File: config.mk
export PLATFORM = sky130hd
export DESIGN_NAME = orsb_queue
export DESIGN_NICKNAME = d
export VERILOG_FILES = /design/src/hw/rtl/orsb_pkg.sv /design/src/hw/rtl/orsb_queue.sv
export SDC_FILE = /design/constraint.sdc
export NUM_CORES = 1
export LEC_CHECK = 0
export BUFFER_PORTS_ARGS = -buffer_cell sky130_fd_sc_hd__buf_2
export CAP_MARGIN = 40
export CORE_ASPECT_RATIO = 0.9
export CORE_MARGIN = 5
export CORE_UTILIZATION = 35
export DETAILED_ROUTE_END_ITERATION = 10
export HOLD_SLACK_MARGIN = 0.08
export MAX_ROUTING_LAYER = met4
export SYNTH_ARGS = -nofsm -noshare
export SYNTH_HDL_FRONTEND = slang
export SYNTH_SLANG_ARGS = --single-unit
File: constraint.sdc
create_clock -name i_clk -period 25.2 [get_ports i_clk]
set_clock_uncertainty 0.05 [all_clocks]
set_input_delay 5.04 -clock i_clk [delete_from_list [all_inputs] [get_ports i_clk]]
set_output_delay 5.04 -clock i_clk [all_outputs]
set_load 0.02 [all_outputs]
File: src/hw/rtl/orsb_pkg.sv
package orsb_pkg;

    // Ring geometry
    localparam int DEPTH   = 64;
    localparam int AW      = (DEPTH > 1) ? $clog2(DEPTH) : 1;
    localparam int CW      = $clog2(DEPTH + 1);
    localparam int FILL_W  = 7;
    localparam int WORD_W  = 32;

    // Command queue between front and back
    localparam int QDEPTH  = 2;
    localparam int QAW     = $clog2(QDEPTH);
    localparam int QCW     = $clog2(QDEPTH + 1);

    // Request codes on the input channel
    localparam logic [1:0] REQ_PUSH   = 2'd0;
    localparam logic [1:0] REQ_NEWEST = 2'd1;
    localparam logic [1:0] REQ_ALL    = 2'd2;
    localparam logic [1:0] REQ_COUNT  = 2'd3;

    // Command kinds handed to the back end
    localparam logic [1:0] K_PUSH = 2'd0;
    localparam logic [1:0] K_READ = 2'd1;
    localparam logic [1:0] K_ZERO = 2'd2;

    typedef struct packed {
        logic [WORD_W-1:0] stamp;
        logic [WORD_W-1:0] accel_x;
        logic [WORD_W-1:0] accel_y;
        logic [WORD_W-1:0] accel_z;
        logic [WORD_W-1:0] gyro_x;
        logic [WORD_W-1:0] gyro_y;
        logic [WORD_W-1:0] gyro_z;
    } t_rec;

    typedef struct packed {
        logic [1:0]    kind;
        logic [AW-1:0] addr;
        logic [CW-1:0] cnt;
        logic [CW-1:0] fill;
        t_rec          rec;
    } t_cmd;

endpackage

File: src/hw/rtl/orsb_queue.sv
module orsb_queue
    import orsb_pkg::*;
(
    input  logic i_clk,
    input  logic i_rst_n,
    input  logic i_push,
    input  t_cmd i_cmd,
    output logic o_full,
    input  logic i_pop,
    output logic o_avail,
    output t_cmd o_cmd
);

    t_cmd            r_mem [QDEPTH];
    logic [QAW-1:0]  r_wp;
    logic [QAW-1:0]  r_rp;
    logic [QCW-1:0]  r_cnt;
    logic [QAW-1:0]  n_wp;
    logic [QAW-1:0]  n_rp;

    assign o_full  = (r_cnt == QCW'(QDEPTH));
    assign o_avail = (r_cnt != '0);
    assign o_cmd   = r_mem[r_rp];

    // Wrap the queue pointers
    always_comb begin
        n_wp = (r_wp == QAW'(QDEPTH - 1)) ? '0 : r_wp + 1'b1;
        n_rp = (r_rp == QAW'(QDEPTH - 1)) ? '0 : r_rp + 1'b1;
    end

    // Hold commands in order
    always_ff @(posedge i_clk) begin
        if (i_push) begin
            r_mem[r_wp] <= i_cmd;
        end
    end

    // Advance pointers and occupancy
    always_ff @(posedge i_clk) begin
        if (!i_rst_n) begin
            r_wp  <= '0;
            r_rp  <= '0;
            r_cnt <= '0;
        end else begin
            if (i_push) begin
                r_wp <= n_wp;
            end
            if (i_pop) begin
                r_rp <= n_rp;
            end
            case ({i_push, i_pop})
                2'b10:   r_cnt <= r_cnt + 1'b1;
                2'b01:   r_cnt <= r_cnt - 1'b1;
                default: r_cnt <= r_cnt;
            endcase
        end
    end

endmodule

-- Word level (Yosys, flattened, before mapping)
Memories as Yosys holds them, arrays and structs flattened. A register that Yosys moved wholly into a read port is not among the register bits.
Cells that the tools add are included.
Widths: inputs -> output; s select.
- bits in registers: 4
- RAM bits: 492
- output and inout bits: 248
- memories: 1
- add/subtract/negate cells: 4
- equality and inequality tests: 3
- multiplexer cells: 7
- reduce and logical (&&, ||, !) cells: 2
- memories (memory ; depth ; width ; rd ports ; clocked after Yosys merged registers in ; write ports ; line ; source):
    r_mem ; 2 ; 246 ; 1 ; 1 ; 1 ; orsb_queue.sv:14 ; t_cmd r_mem [QDEPTH];
- operators by type and width (operator ; count):
    $mux 1 ; 6
    $eq 2x2->1 const B ; 2
    $pmux 2 s2 ; 1
    $reduce_bool 2->1 ; 2
    $add 1x1->1 const B ; 2
    $add 2x1->2 const B ; 1
    $eq 2x1->1 const B ; 1
    $sub 2x1->2 const B ; 1

-- Logic depth before layout (Yosys ltp)
- depth after elaboration: 4
- gate-level depth with buffers: 5
- gate-level depth less buffers: 5

-- Least setup slack after synthesis
OpenSTA, ideal clock, no wires.
- kind: input to register
- start point: input i_push
- end point: register r_wp
- setup time: 0.107 ns
- arrival time: 16.221 ns
- required time: 25.043 ns
- path slack: 8.823 ns
- stages: 3
- path through: inv_1 nor2_1 o21a_1
- RTL lines (item ; line ; source):
    start: declaration ; orsb_queue.sv:6 ; input logic i_push,
    end signal: assignment ; orsb_queue.sv:46 ; r_wp <= n_wp;
    end: declaration ; orsb_queue.sv:15 ; logic [QAW-1:0] r_wp;

==> metrics <==
CP max FO=74; CP Capture Type=output port; Hold Path Class=register to register; Starting Density=35.1%; Mapped Cells=787; Ports=498; # hold bufs at CTS=0; initial antenna violation count=6; worst flop-to-flop path endpoint=r_mem[1][188]; Final min period=8150 ps; RD Place Congestion=0.801; design area=0.0229 mm^2; fill cell count=4,519; post-place setup slack=17,610 ps; Syn Nets=1,038; WL/cell=19.5 um; DR pass1 iterations=4; count leader, synth=edfxtp_1; FFs w/ async S/R, synth=0%; Worst-Skew Late Latency=560 ps; Vias per Instance=4.47; final setup margin=17,050 ps; clock sink total=497; detailed-route via count=9,214; Hold Crit Start=r_cnt[1]; die height=225 um; Setup Buffers After CTS=0; gr usage total=13.8%; post-synth top area cell=edfxtp_1; leak pwr=8.46 nW; highest clock rate=123 MHz; cell count after placement=1,959; clock tree buffer depth=3; PostCTS Resize Cnt=0; Slew HR=18.1%; Worst-path clk slew=60 ps; final worst path period share=32.4%; sequential share of power=51.4%; CP Class=register to output port; Total Power=1.89 mW; Top FF cell, synth=edfxtp_1; post-synthesis area per instance=22.9 um^2; synthesized flop and latch total=497; worst path required time=20,110 ps; Commonest cells post-synth=492 x edfxtp_1, 246 x mux2_2, 20 x buf_6, 7 x buf_4, 5 x dfxtp_1; Worst Tran Pin Value=1230 ps; Synth Cell Area=0.0180 mm^2; CTS Buf Count=51; top post-synthesis cells by area=edfxtp_1 82%, mux2_2 15%, buf_6 1.2%; Layout Nets=1,575; unrepaired setup endpoints after global routing=false; number of global-route vias before repair=9,795; DR iter-0 viols=432; layout cells sized above 1=60.8%; post-synthesis sequential area ratio=82.4%; final setup violation count=0; Clk pwr share=37.1%; chip width=249 um; Core ar.=0.0514 mm^2; die area=0.0562 mm^2; Post-synth EDFFs=492; Hold Path End=r_cnt[1]; Reg-to-Reg Start=r_wp; largest net degree at the start of global routing=154; Yosys Warn Count=0; Worst R2R Setup Slack=22,890 ps; Final Hold Violating Endpoints=0; switch share=23.2%; PD cells=82.3 mW/mm^2; status=finished clean; DP Area=0.0214 mm^2; worst vdd ir=0.0640 mV; Total Neg Setup Slack=0 ps; max cap viols=0; Net Switching=0.439 mW; FP Rows=79; library cells used by synthesis=18; Critical Path Source Type=register; cell depth of the worst hold path=2; Post-Route WL=40,200 um; H-tree depth=2; Non-Filler Instances=2,059; GRT overflow=0; Antenna Nets Post-Route=0; post-synth top area share=81.9%; DP Wirelength=27,600 um; Worst Path Arrival=3060 ps; internal power=1.45 mW; fin. max-slew vios=0; CTS tree=done; FF-to-FF path depth=2; Post-route DRC=0; IO buf count=497; Comb power frac=11.5%; root buf cell=clkbuf_16; Area Overhead vs Synth=27.1%; first-pass GRT wire length=58,300 um
placed cells by master (no fill, tap or decap), drive strengths merged:
cell and n:
buf 511, ha 1, o21ai 1, inv 2, bufinv 2, or2 1, or3 1, clkinv 21
and2b 1, edfxtp 492, clkinvlp 2, o21a 1, xor2 1, xnor2 2, a21boi 1, mux2 246
diode 8, dfxtp 5, nor2b 1, and2 4, clkbuf 66, nor2 1
worst max-delay path: stages, from the launching register on:
cell	delay, ps
dfxtp_4	660
buf_4	400
buf_4	740
mux2_2	430
buf_2	160
cell type report:
cell class	count	area, um^2	share of cell area, %
sequential	497	14900	64.9
multi-input combinational	262	2900	12.6
timing repair buffer	511	2720	11.9
clock buffer	66	1380	6.00
tap	688	861	3.76
clock inverter	26	174	0.759
antenna	8	20.0	0.0873
inverter	1	3.75	0.0164
power by group through the flow:
stage / clock [mW] / combinational, mW / sequential [mW]
2_1_floorplan: 0 / 0.140 / 0.993
3_3_place_gp: 0 / 0.213 / 0.986
3_5_place_dp: 0 / 0.221 / 0.986
4_1_cts: 0.726 / 0.222 / 0.969
5_1_grt: 0.759 / 0.232 / 0.971
6_report: 0.700 / 0.218 / 0.969
registers in the layout (all words and copies together), names as in the netlist, named ones only:
register,flops
r_rp,1
r_cnt,2
r_mem,492
r_wp,1
metrics by stage:
| step | util [%] | hold WS (ps) |
|---|---|---|
| floorplan | - | 411 |
| global placement | 41.2 | 425 |
| detailed placement | 41.5 | 448 |
| CTS | 44.6 | 457 |
| global route | 44.6 | 525 |
| finish | 44.6 | 460 |
metal layers:
metal	vias up	global-route usage [%]	share of wire [%]
li1	4244	-	-
met1	4553	16.0	39
met2	335	22.6	50
met3	82	4.87	8.3
met4	0	4.76	2.9
met5	-	-	0
cells by family after synthesis:
family	synth area share (%)
AO/OA/AOI/OAI	0.111
adder cells (fa/ha/maj)	0.0693
flip-flops	82.4
AND/OR/NAND/NOR	0.312
buffers and inverters	1.56
multiplexers	15.4
XOR/XNOR	0.146
worst max path at each step:
| stage | from | end | slack [ps] |
|---|---|---|---|
| finish | register | o_cmd[4] | 17050 |
| global route | register | o_cmd[4] | 16870 |
| CTS | register | o_cmd[4] | 16970 |
| detailed placement | register | o_cmd[4] | 17610 |
| global placement | register | o_cmd[154] | 17100 |
| floorplan | i_push | r_wp | 8820 |
(Power assumes the default switching activity.)
