$ cat src/hw/rtl/orsb_pkg.sv
package orsb_pkg;

    // Ring geometry
    localparam int DEPTH   = 64;
    localparam int AW      = (DEPTH > 1) ? $clog2(DEPTH) : 1;
    localparam int CW      = $clog2(DEPTH + 1);
    localparam int FILL_W  = 7;
    localparam int WORD_W  = 32;

    // Command queue between front and back
    localparam int QDEPTH  = 2;
    localparam int QAW     = $clog2(QDEPTH);
    localparam int QCW     = $clog2(QDEPTH + 1);

    // Request codes on the input channel
    localparam logic [1:0] REQ_PUSH   = 2'd0;
    localparam logic [1:0] REQ_NEWEST = 2'd1;
    localparam logic [1:0] REQ_ALL    = 2'd2;
    localparam logic [1:0] REQ_COUNT  = 2'd3;

    // Command kinds handed to the back end
    localparam logic [1:0] K_PUSH = 2'd0;
    localparam logic [1:0] K_READ = 2'd1;
    localparam logic [1:0] K_ZERO = 2'd2;

    typedef struct packed {
        logic [WORD_W-1:0] stamp;
        logic [WORD_W-1:0] accel_x;
        logic [WORD_W-1:0] accel_y;
        logic [WORD_W-1:0] accel_z;
        logic [WORD_W-1:0] gyro_x;
        logic [WORD_W-1:0] gyro_y;
        logic [WORD_W-1:0] gyro_z;
    } t_rec;

    typedef struct packed {
        logic [1:0]    kind;
        logic [AW-1:0] addr;
        logic [CW-1:0] cnt;
        logic [CW-1:0] fill;
        t_rec          rec;
    } t_cmd;

endpackage

$ cat src/hw/rtl/orsb_front.sv
module orsb_front
    import orsb_pkg::*;
(
    input  logic        i_clk,
    input  logic        i_rst_n,
    input  logic        i_valid,
    output logic        o_ready,
    input  logic [1:0]  i_req_type,
    input  t_rec        i_rec,
    input  logic        i_q_full,
    output logic        o_q_push,
    output t_cmd        o_q_cmd
);

    localparam logic [CW:0] DEPTH_X = (CW + 1)'(DEPTH);

    logic [AW-1:0] r_head;
    logic [CW-1:0] r_count;
    logic [AW-1:0] n_head;
    logic [CW-1:0] n_count;
    logic [AW-1:0] head_prev;
    logic [CW:0]   start_raw;
    logic [AW-1:0] start;
    logic          accept;
    logic          empty;

    assign o_ready  = !i_q_full;
    assign accept   = i_valid && !i_q_full;
    assign o_q_push = accept;
    assign empty    = (r_count == '0);

    // Ring arithmetic on the head
    always_comb begin
        n_head    = (r_head == AW'(DEPTH - 1)) ? '0 : r_head + 1'b1;
        head_prev = (r_head == '0) ? AW'(DEPTH - 1) : r_head - 1'b1;
        n_count   = (r_count == CW'(DEPTH)) ? r_count : r_count + 1'b1;
        start_raw = (CW + 1)'(r_head) + DEPTH_X - (CW + 1)'(r_count);
        if (start_raw >= DEPTH_X) begin
            start_raw = start_raw - DEPTH_X;
        end
        start = start_raw[AW-1:0];
    end

    // Classify the request into a back-end command
    always_comb begin
        o_q_cmd      = '0;
        o_q_cmd.rec  = i_rec;
        o_q_cmd.fill = r_count;
        o_q_cmd.cnt  = CW'(1);
        case (i_req_type)
            REQ_PUSH: begin
                o_q_cmd.kind = K_PUSH;
                o_q_cmd.addr = r_head;
            end
            REQ_NEWEST: begin
                o_q_cmd.kind = empty ? K_ZERO : K_READ;
                o_q_cmd.addr = head_prev;
            end
            REQ_ALL: begin
                o_q_cmd.kind = empty ? K_ZERO : K_READ;
                o_q_cmd.addr = start;
                o_q_cmd.cnt  = empty ? CW'(1) : r_count;
            end
            default: begin
                o_q_cmd.kind = K_ZERO;
            end
        endcase
    end

    // Advance head and saturate count on push
    always_ff @(posedge i_clk) begin
        if (!i_rst_n) begin
            r_head  <= '0;
            r_count <= '0;
        end else if (accept && (i_req_type == REQ_PUSH)) begin
            r_head  <= n_head;
            r_count <= n_count;
        end
    end

endmodule

$ cat config.mk
export PLATFORM = sky130hd
export DESIGN_NAME = orsb_front
export DESIGN_NICKNAME = d
export VERILOG_FILES = /design/src/hw/rtl/orsb_pkg.sv /design/src/hw/rtl/orsb_front.sv
export SDC_FILE = /design/constraint.sdc
export NUM_CORES = 1
export LEC_CHECK = 0
export BUFFER_PORTS_ARGS = -buffer_cell sky130_fd_sc_hd__buf_2
export CAP_MARGIN = 20
export CORE_AREA = 3 3 185 187
export DETAILED_ROUTE_END_ITERATION = 6
export DIE_AREA = 0 0 188 190
export PLACE_DENSITY_LB_ADDON = 0.1
export SLEW_MARGIN = 20
export SYNTH_ARGS = -nofsm -noshare
export SYNTH_HDL_FRONTEND = slang
export SYNTH_SLANG_ARGS = --single-unit
$ cat constraint.sdc
create_clock -name i_clk -period 3.5 [get_ports i_clk]
set_input_delay 0.35 -clock i_clk [delete_from_list [all_inputs] [get_ports i_clk]]
set_output_delay 0.35 -clock i_clk [all_outputs]
set_load 0.01 [all_outputs]
# Word level (Yosys, flattened, before mapping)
# Index checks and enable logic that the tools add are counted.
# word_totals
reg_bits,13
latchBits,0
ramBits,0
romBits,0
in_bits,230
output_inout_bits,248
wordCells,30
mem_count,0
# classes
add_sub_neg,6
n_mul,0
n_div,0
order_cmp,1
eq_ne,4
shift,0
n_mux,8
bitwise,1
reduce_logical,8
# ops
op,count
6-bit 2-to-1 mux,3
6-bit one-hot mux with 3 select lines,1
7-bit 2-to-1 mux,2
"6-bit by 1-bit subtractor with 6-bit output, second input constant",2
"6-bit by 7-bit adder with 8-bit output, second input constant",1
"8-bit by 7-bit >= comparator with 1-bit output, second input constant",1
8-bit by 7-bit subtractor with 8-bit output,1
"7-bit by 1-bit adder with 7-bit output, second input constant",1
"7-bit equality test, second input constant",1
7-bit logical NOT,1
"6-bit by 1-bit adder with 6-bit output, second input constant",1
"6-bit equality test, second input constant",1
6-bit logical NOT,1
2-bit one-hot mux with 2 select lines,1
"2-bit by 1-bit equality test with 1-bit output, second input constant",1
"2-bit equality test, second input constant",1
1-bit logical AND,2
2-bit logical NOT,1
2-bit 2-to-1 mux,1
2-bit AND reduction,1
2-bit OR reduction,1
1-bit logical NOT,1
1-bit NOT,1

# Depth between registers and ports, before layout
# Gate-level depths: netlist of run 1.
# depth
depth_word,5
depth_mapped,8
depth_no_buf,8

# Least setup slack after synthesis of run 1
# No wires, ideal clock.
# synth_timing
kind,flip-flop to output port
start,register r_head[0]
end,output port o_q_cmd[242] in the netlist's numbering
arrival_time_ns,1.813
setup_slack_ns,1.337
path_stages_with_launch,9
n_path_buf,0
cell_sequence,dfxtp_1 inv_1 ha_1 fa_1 nor2b_1 o21a_1 nor3_1 nand3b_1 a21oi_1
# synth_lines
element,line_no,rtl
from (decl),orsb_front.sv:17,logic [AW-1:0] r_head;
from (signal assigned),orsb_front.sv:76,r_head <= n_head;
to (decl),orsb_front.sv:12,output t_cmd o_q_cmd

==> results of run 1 <==
[metal layers]
layer  up-vias  routed length [um]  part of all wire [%]  global-route usage (%)
li1        591                   -                     -                       -
met1       618                2220                    28                    3.17
met2       112                4330                    54                    8.12
met3        66                1060                    13                    2.54
met4         0                 421                   5.2                    2.45
met5         -                   0                     0                       0
[through the flow]
step                instances  utilization (%)
floorplan                 382                -
global placement          621             5.84
detailed placement        621             5.84
CTS                       625             6.08
global route              625             6.08
finish                    625             6.08
[synthesized netlist by cell type (3+ instances only)]
cell type  count
inv_1         13
nor2_1        10
o21ai_0        9
a22oi_1        3
ha_1          13
buf_4        225
xnor2_1       11
and2_1        13
nand2_1       10
dfxtp_1       13
nor2b_1        7
clkbuf_1       6
nand2b_1       3
a31oi_1        3
a21oi_1        7
[worst max-delay path, delay by kind of cell (launching register included)]
family	cells	cell delay, ns
adders and majority gates	2	0.65
DFF	1	0.49
buffers and inverters	2	0.34
and+or+nand+nor	3	0.33
AOI/OAI and AO/OA	2	0.33
[kinds of logic after synthesis]
kind of cell | Yosys count | share of synthesized area, %
buf+inv | 246 | 60.6
simple gates | 64 | 13.3
compound gates | 33 | 7.29
fa+ha+maj | 14 | 6.26
flops | 13 | 8.92
xor+xnor | 12 | 3.60
[area by class of cell]
| cell class | count | area [sq um] | area share, % |
|---|---|---|---|
| Multi-Input combinational cell | 123 | 890 | 44.8 |
| Tap cell | 442 | 553 | 27.9 |
| Sequential cell | 13 | 260 | 13.1 |
| Timing Repair Buffer | 30 | 153 | 7.69 |
| Clock buffer | 3 | 75.1 | 3.78 |
| Inverter | 13 | 48.8 | 2.46 |
| Clock inverter | 1 | 5.00 | 0.252 |
[registers in the layout, summed over array words and instances (netlist names)]
signal,count
r_head,6
r_count,7
[worst paths after layout]
| kind | to | depth (start not counted) | slack, ns |
|---|---|---|---|
| setup / recovery | o_q_cmd[242] | 9 | 0.76 |
| hold / removal | r_head[3] | 2 | 0.49 |
| setup reg to reg | r_count[2] | 6 | 1.86 |
| hold reg to reg | r_head[5] | 2 | 0.64 |
[report_power, final]
group / internal (mW) / leakage (nW) / switching (mW)
Clock: 0.152 / 0.0409 / 0.0706
Sequential: 0.149 / 0.105 / 0.00202
Combinational: 0.0240 / 0.533 / 0.0374
[layout by cell type (no fill, tap or decap), drive strengths merged, types with 3 or more instances in the layout]
cell	instances
a21oi	7
a22oi	3
a31oi	4
and2	13
buf	30
clkbuf	3
dfxtp	13
ha	13
inv	13
nand2	10
nand2b	3
nand4	3
nor2	10
nor2b	7
nor4	3
o21ai	9
xnor2	11
==> impl_metrics.csv, run 1 <==
group,metric,value,unit
place,hpwlAfterDp,6800,um
worst_setup_path,max_stage_delay,0.49,ns
sta,worst_pin_slew,0.574,ns
grt,grtUsageTotal,4.22,%
flow_run,maxCapViolations,0,
layout,diodes,0,
layout,n_fill_cell,3852,
layout,drive_gt1_share,22.4,%
sta,min_period,2.74,ns
grt,antenna_found_initial,0,
worst_setup_path,worst_ep_required_time,3.15,ns
clocking,clk_latency,0.24,ns
sta,fmax,0.365,GHz
detailed_routing,wire_per_inst,12.8,um
grt,gr-total-overflow,0,
worst_setup_path,end_kind,"primary output",
clocking,hold_buffers,0,
sta,hold_violations,0,
floorplanning,row_count,66,
clocking,cts_tree,"done",
floorplanning,dieArea,0.0357,sq mm
logic_synthesis,yosysTopAreaCellShare,57.9,%
sta,fin_ws,0.763,ns
detailed_routing,remaining_drc_errors,0,
pwr,finalPower,436,uW
pwr,powerDensity,220,mW/mm^2
detailed_routing,firstDrtPassIters,4,
logic_synthesis,yosysSeqAreaShare,8.92,%
place,routabilityCongestion,0.640,
worst_setup_path,cp-startpoint,"r_head[0]",
worst_setup_path,r2r-start,"r_count[1]",
pwr,power.leakage,0.679,nW
min_path,worstHoldStart,"i_rst_n",
detailed_routing,drt-vias-per-instance,2.22,
logic_synthesis,synth_ff_type,"dfxtp_1",
place,place_ws,1.00,ns
sta,slew_viol_final,0,
sta,rsz0062_at_grt,"no",
floorplanning,die_w,188,um
logic_synthesis,synth_nets,626,
worst_setup_path,critical_path.cell_chain,"inv_1, ha_1, fa_1, nor2b_1, o21a_1, nor3_1, nand3b_1, a21oi_1, buf_2",
clocking,cts_max_level,1,
logic_synthesis,syn_area_per_cell,7.64,sq um
logic_synthesis,synth_area_leaders,"buf_4 58%, dfxtp_1 8.9%, ha_1 5.6%",
logic_synthesis,synth.largest_area_cell,"buf_4",
grt,grt_start_max_net_pins,14,
layout,area_growth,-32.0,%
logic_synthesis,ys_ff_latch,13,
clocking,cts_buffer_depth,2,
worst_setup_path,start_kind,"flop",
grt,grt_pass1_vias,1539,
layout,nNetsFinal,428,
sta,tns,0,ns
logic_synthesis,synth.yosys.warnings,0,
clocking,cts_setup_buffers,0,
sta,hold_ws,0.486,ns
logic_synthesis,syn-cell-area,0.00292,sq mm
logic_synthesis,synth_edf_count,0,
floorplanning,num_io_pins,478,
floorplanning,die_h,190,um
floorplanning,core,0.0326,sq mm
detailed_routing,vias,1387,
clocking,cts_buffers,3,
sta,skew,0.00538,ns
sta,fin_crit_sh,78.2,%
detailed_routing,detail-route-antenna-nets,0,
logic_synthesis,netlist_instances,382,
logic_synthesis,ys_async_sr_fraction,0,%
place,io_buffers,29,
min_path,hold_path_class,"primary input to flop",
place,place_area,0.00190,sq mm
worst_setup_path,cp_slowest_cell,"dfxtp_1",
floorplanning,initial_core_util,8.95,%
logic_synthesis,synth_cell_type_count,43,
layout,fin_area,0.00198,sq mm
worst_setup_path,critical_path_class,"flop to primary output",
detailed_routing,drtIter0Drc,39,
detailed_routing,wirelength,8030,um
pwr,vdd_drop_max,116,uV
clocking,clk_pin_slew,0.05,ns
sta,maxSlewHeadroom,61.7,%
clocking,cts.repair.resized,0,
sta,setup_violations,0,
clocking,clkSinkCount,13,
worst_setup_path,cp.arrival,2.39,ns
worst_setup_path,crit_fanout,7,
grt,grt_pass1_wl,11000,um
outcome,status,"finished clean",
clocking,cts_root_buffer,"clkbuf_16",
No activity file was read; power rests on OpenSTA's default activity.
==> inputs of run 2 (changes only) <==
--- a/config.mk
+++ b/config.mk
@@ -7,9 +7,9 @@
 export LEC_CHECK = 0
 export BUFFER_PORTS_ARGS = -buffer_cell sky130_fd_sc_hd__buf_2
 export CAP_MARGIN = 20
-export CORE_AREA = 3 3 185 187
+export CORE_AREA = 3 3 186 188
 export DETAILED_ROUTE_END_ITERATION = 6
-export DIE_AREA = 0 0 188 190
+export DIE_AREA = 0 0 189 191
 export PLACE_DENSITY_LB_ADDON = 0.1
 export SLEW_MARGIN = 20
 export SYNTH_ARGS = -nofsm -noshare
==> constraint.sdc (replaced) <==
create_clock -name i_clk -period 2.6 [get_ports i_clk]
set_input_delay 0.26 -clock i_clk [delete_from_list [all_inputs] [get_ports i_clk]]
set_output_delay 0.26 -clock i_clk [all_outputs]
set_load 0.01 [all_outputs]
==> run 2 against run 1 <==
Effect of this change:
- die area rose by 1.1%
- routed wire length rose by 1.7%
- combinational power rose by 39%
- sequential cell count did not move
- register-to-register slack got worse by 0.83 ns
- sequential share of layout area fell by 0.22 points
- via count rose by 1.6%
- clock power rose by 35%
- global-route usage rose by 0.055 points
==> impl_metrics.csv, run 2 (synthesis gave the netlist of run 1 again) <==
group,metric,value,unit
outcome,status,"finished clean",
detailed_routing,wirelength,8170,um
worst_setup_path,end_kind,"primary output",
pwr,intPower,442,uW
clocking,cts_setup_buffers,0,
detailed_routing,drtIter0Drc,48,
floorplanning,row_count,67,
sta,fin_crit_sh,92.4,%
clocking,cts_tree,"done",
detailed_routing,drt-vias-per-instance,2.21,
layout,largest_register_ff_count,7,
grt,grt_pass1_wl,11200,um
layout,top_regs,"r_count x7, r_head x6",
grt,grtUsageTotal,4.28,%
floorplanning,die_w,189,um
floorplanning,core,0.0333,sq mm
layout,max_flop_register,"r_count",
layout,diodes,0,
pwr,powerDensity,288,mW/mm^2
place,io_buffers,29,
floorplanning,die_h,191,um
clocking,clkSinkCount,13,
clocking,clk_pin_slew,0.05,ns
detailed_routing,vias,1409,
grt,gr-total-overflow,0,
min_path,hold_path_class,"primary input to flop",
floorplanning,initial_core_util,8.77,%
worst_setup_path,cp.arrival,2.14,ns
place,routabilityCongestion,0.659,
grt,grt_start_max_net_pins,14,
worst_setup_path,path_common_cell,"nand2b_1",
sta,fmax,0.416,GHz
layout,drive_gt1_share,25.3,%
worst_setup_path,crit_fanout,5,
clocking,cts_max_level,1,
grt,grt_pass1_vias,1545,
floorplanning,dieArea,0.0361,sq mm
clocking,clk_latency,0.24,ns
layout,final_common_cell,"buf_2",
place,hpwlAfterDp,6980,um
pwr,vdd_drop_max,179,uV
layout,nNetsFinal,435,
clocking,cts_buffer_depth,2,
sta,rsz0062_at_grt,"no",
sta,min_period,2.40,ns
min_path,worstHoldStart,"i_rst_n",
detailed_routing,wire_per_inst,12.8,um
place,place_ws,0.283,ns
sta,fin_ws,0.197,ns
worst_setup_path,cp_slowest_cell,"or3b_2",
sta,tns,0,ns
grt,antenna_found_initial,0,
worst_setup_path,max_stage_delay,0.49,ns
sta,skew,0.000722,ns
sta,maxSlewHeadroom,71.2,%
pwr,seqPwrFrac,34.4,%
sta,setup_violations,0,
layout,area_growth,-29.9,%
worst_setup_path,cp-startpoint,"r_count[1]",
worst_setup_path,worst_ep_required_time,2.34,ns
pwr,power.leakage,0.713,nW
worst_setup_path,start_kind,"flop",
sta,slew_viol_final,0,
sta,hold_violations,0,
detailed_routing,detail-route-antenna-nets,0,
sta,worst_pin_slew,0.431,ns
floorplanning,num_io_pins,478,
flow_run,maxCapViolations,0,
clocking,cts_root_buffer,"clkbuf_16",
pwr,p_comb_share,14.5,%
pwr,clkPwrFrac,51.1,%
pwr,netSwitchingFraction,24.9,%
worst_setup_path,r2r-start,"r_count[1]",
layout,final_cell_mix,"29 x buf_2, 13 x inv_1, 13 x and2_1, 13 x ha_1, 12 x dfxtp_1",
detailed_routing,firstDrtPassIters,4,
worst_setup_path,critical_path_class,"flop to primary output",
worst_setup_path,crit_family,"simple AND/OR/NAND/NOR gates",
worst_setup_path,critical_path.cell_chain,"inv_1, ha_1, nand2b_1, nand2b_1, a211oi_1, or3b_2, a31oi_1, buf_2",
clocking,cts_buffers,3,
pwr,switchingPower,147,uW
worst_setup_path,timing.reg2reg.setup_slack,1.03,ns
worst_setup_path,critPathBufInv,2,
detailed_routing,remaining_drc_errors,0,
[run 2: layout make-up]
type | instances | area (sq um)
Multi-Input combinational cell | 123 | 890
Tap cell | 448 | 561
Timing Repair Buffer | 37 | 205
Inverter | 13 | 48.8
Fill cell | 3930 | 31200
Sequential cell | 13 | 264
Clock buffer | 4 | 78.8
[run 2: worst paths after layout]
check / to / cells after the start
setup / recovery: o_q_cmd[241] / 8
hold / removal: r_head[3] / 2
setup reg to reg: r_count[2] / 6
hold reg to reg: r_head[5] / 2
[run 2: through the flow]
| stage | area (sq um) | utilization (%) | hold slack, ns | cells | power (mW) |
|---|---|---|---|---|---|
| after floorplan | 2920 | - | 0.388 | 382 | 0.612 |
| after global placement | 1960 | 5.90 | 0.520 | 634 | 0.296 |
| after detailed placement | 1960 | 5.90 | 0.520 | 634 | 0.296 |
| after CTS | 2040 | 6.14 | 0.409 | 638 | 0.608 |
| after global routing | 2050 | 6.15 | 0.446 | 638 | 0.625 |
| final | 2050 | 6.15 | 0.389 | 638 | 0.589 |
[run 2: power by group through the flow]
stage / combinational (mW) / sequential (mW) / clock, mW
global placement: 0.0893 / 0.207 / 0
global route: 0.0969 / 0.203 / 0.326
detailed placement: 0.0883 / 0.207 / 0
finish: 0.0854 / 0.203 / 0.301
floorplan: 0.405 / 0.207 / 0
CTS: 0.0887 / 0.203 / 0.316
[run 2: worst reg2reg max path: cells and delay by family, from the launching register on]
family	cells	cell delay, ns
AND/OR/NAND/NOR	2	0.25
flip-flops	1	0.42
XOR/XNOR	1	0.13
buffers and inverters	1	0.15
adder cells (fa/ha/maj)	1	0.23
AO/OA/AOI/OAI	1	0.29
[run 2: layer usage]
metal | wire length, um | up-vias | global-route usage, %
met5 | 0 | - | 0
li1 | - | 601 | -
met2 | 4350 | 108 | 7.79
met4 | 524 | 0 | 3.18
met1 | 2270 | 630 | 3.53
met3 | 1030 | 70 | 2.16
[run 2: timing repair]
action / 4_1_cts / 5_1_grt
resized for setup: 0 / 2
endpoints found under the setup margin: 0 / 2
hold buffers: 0 / 0
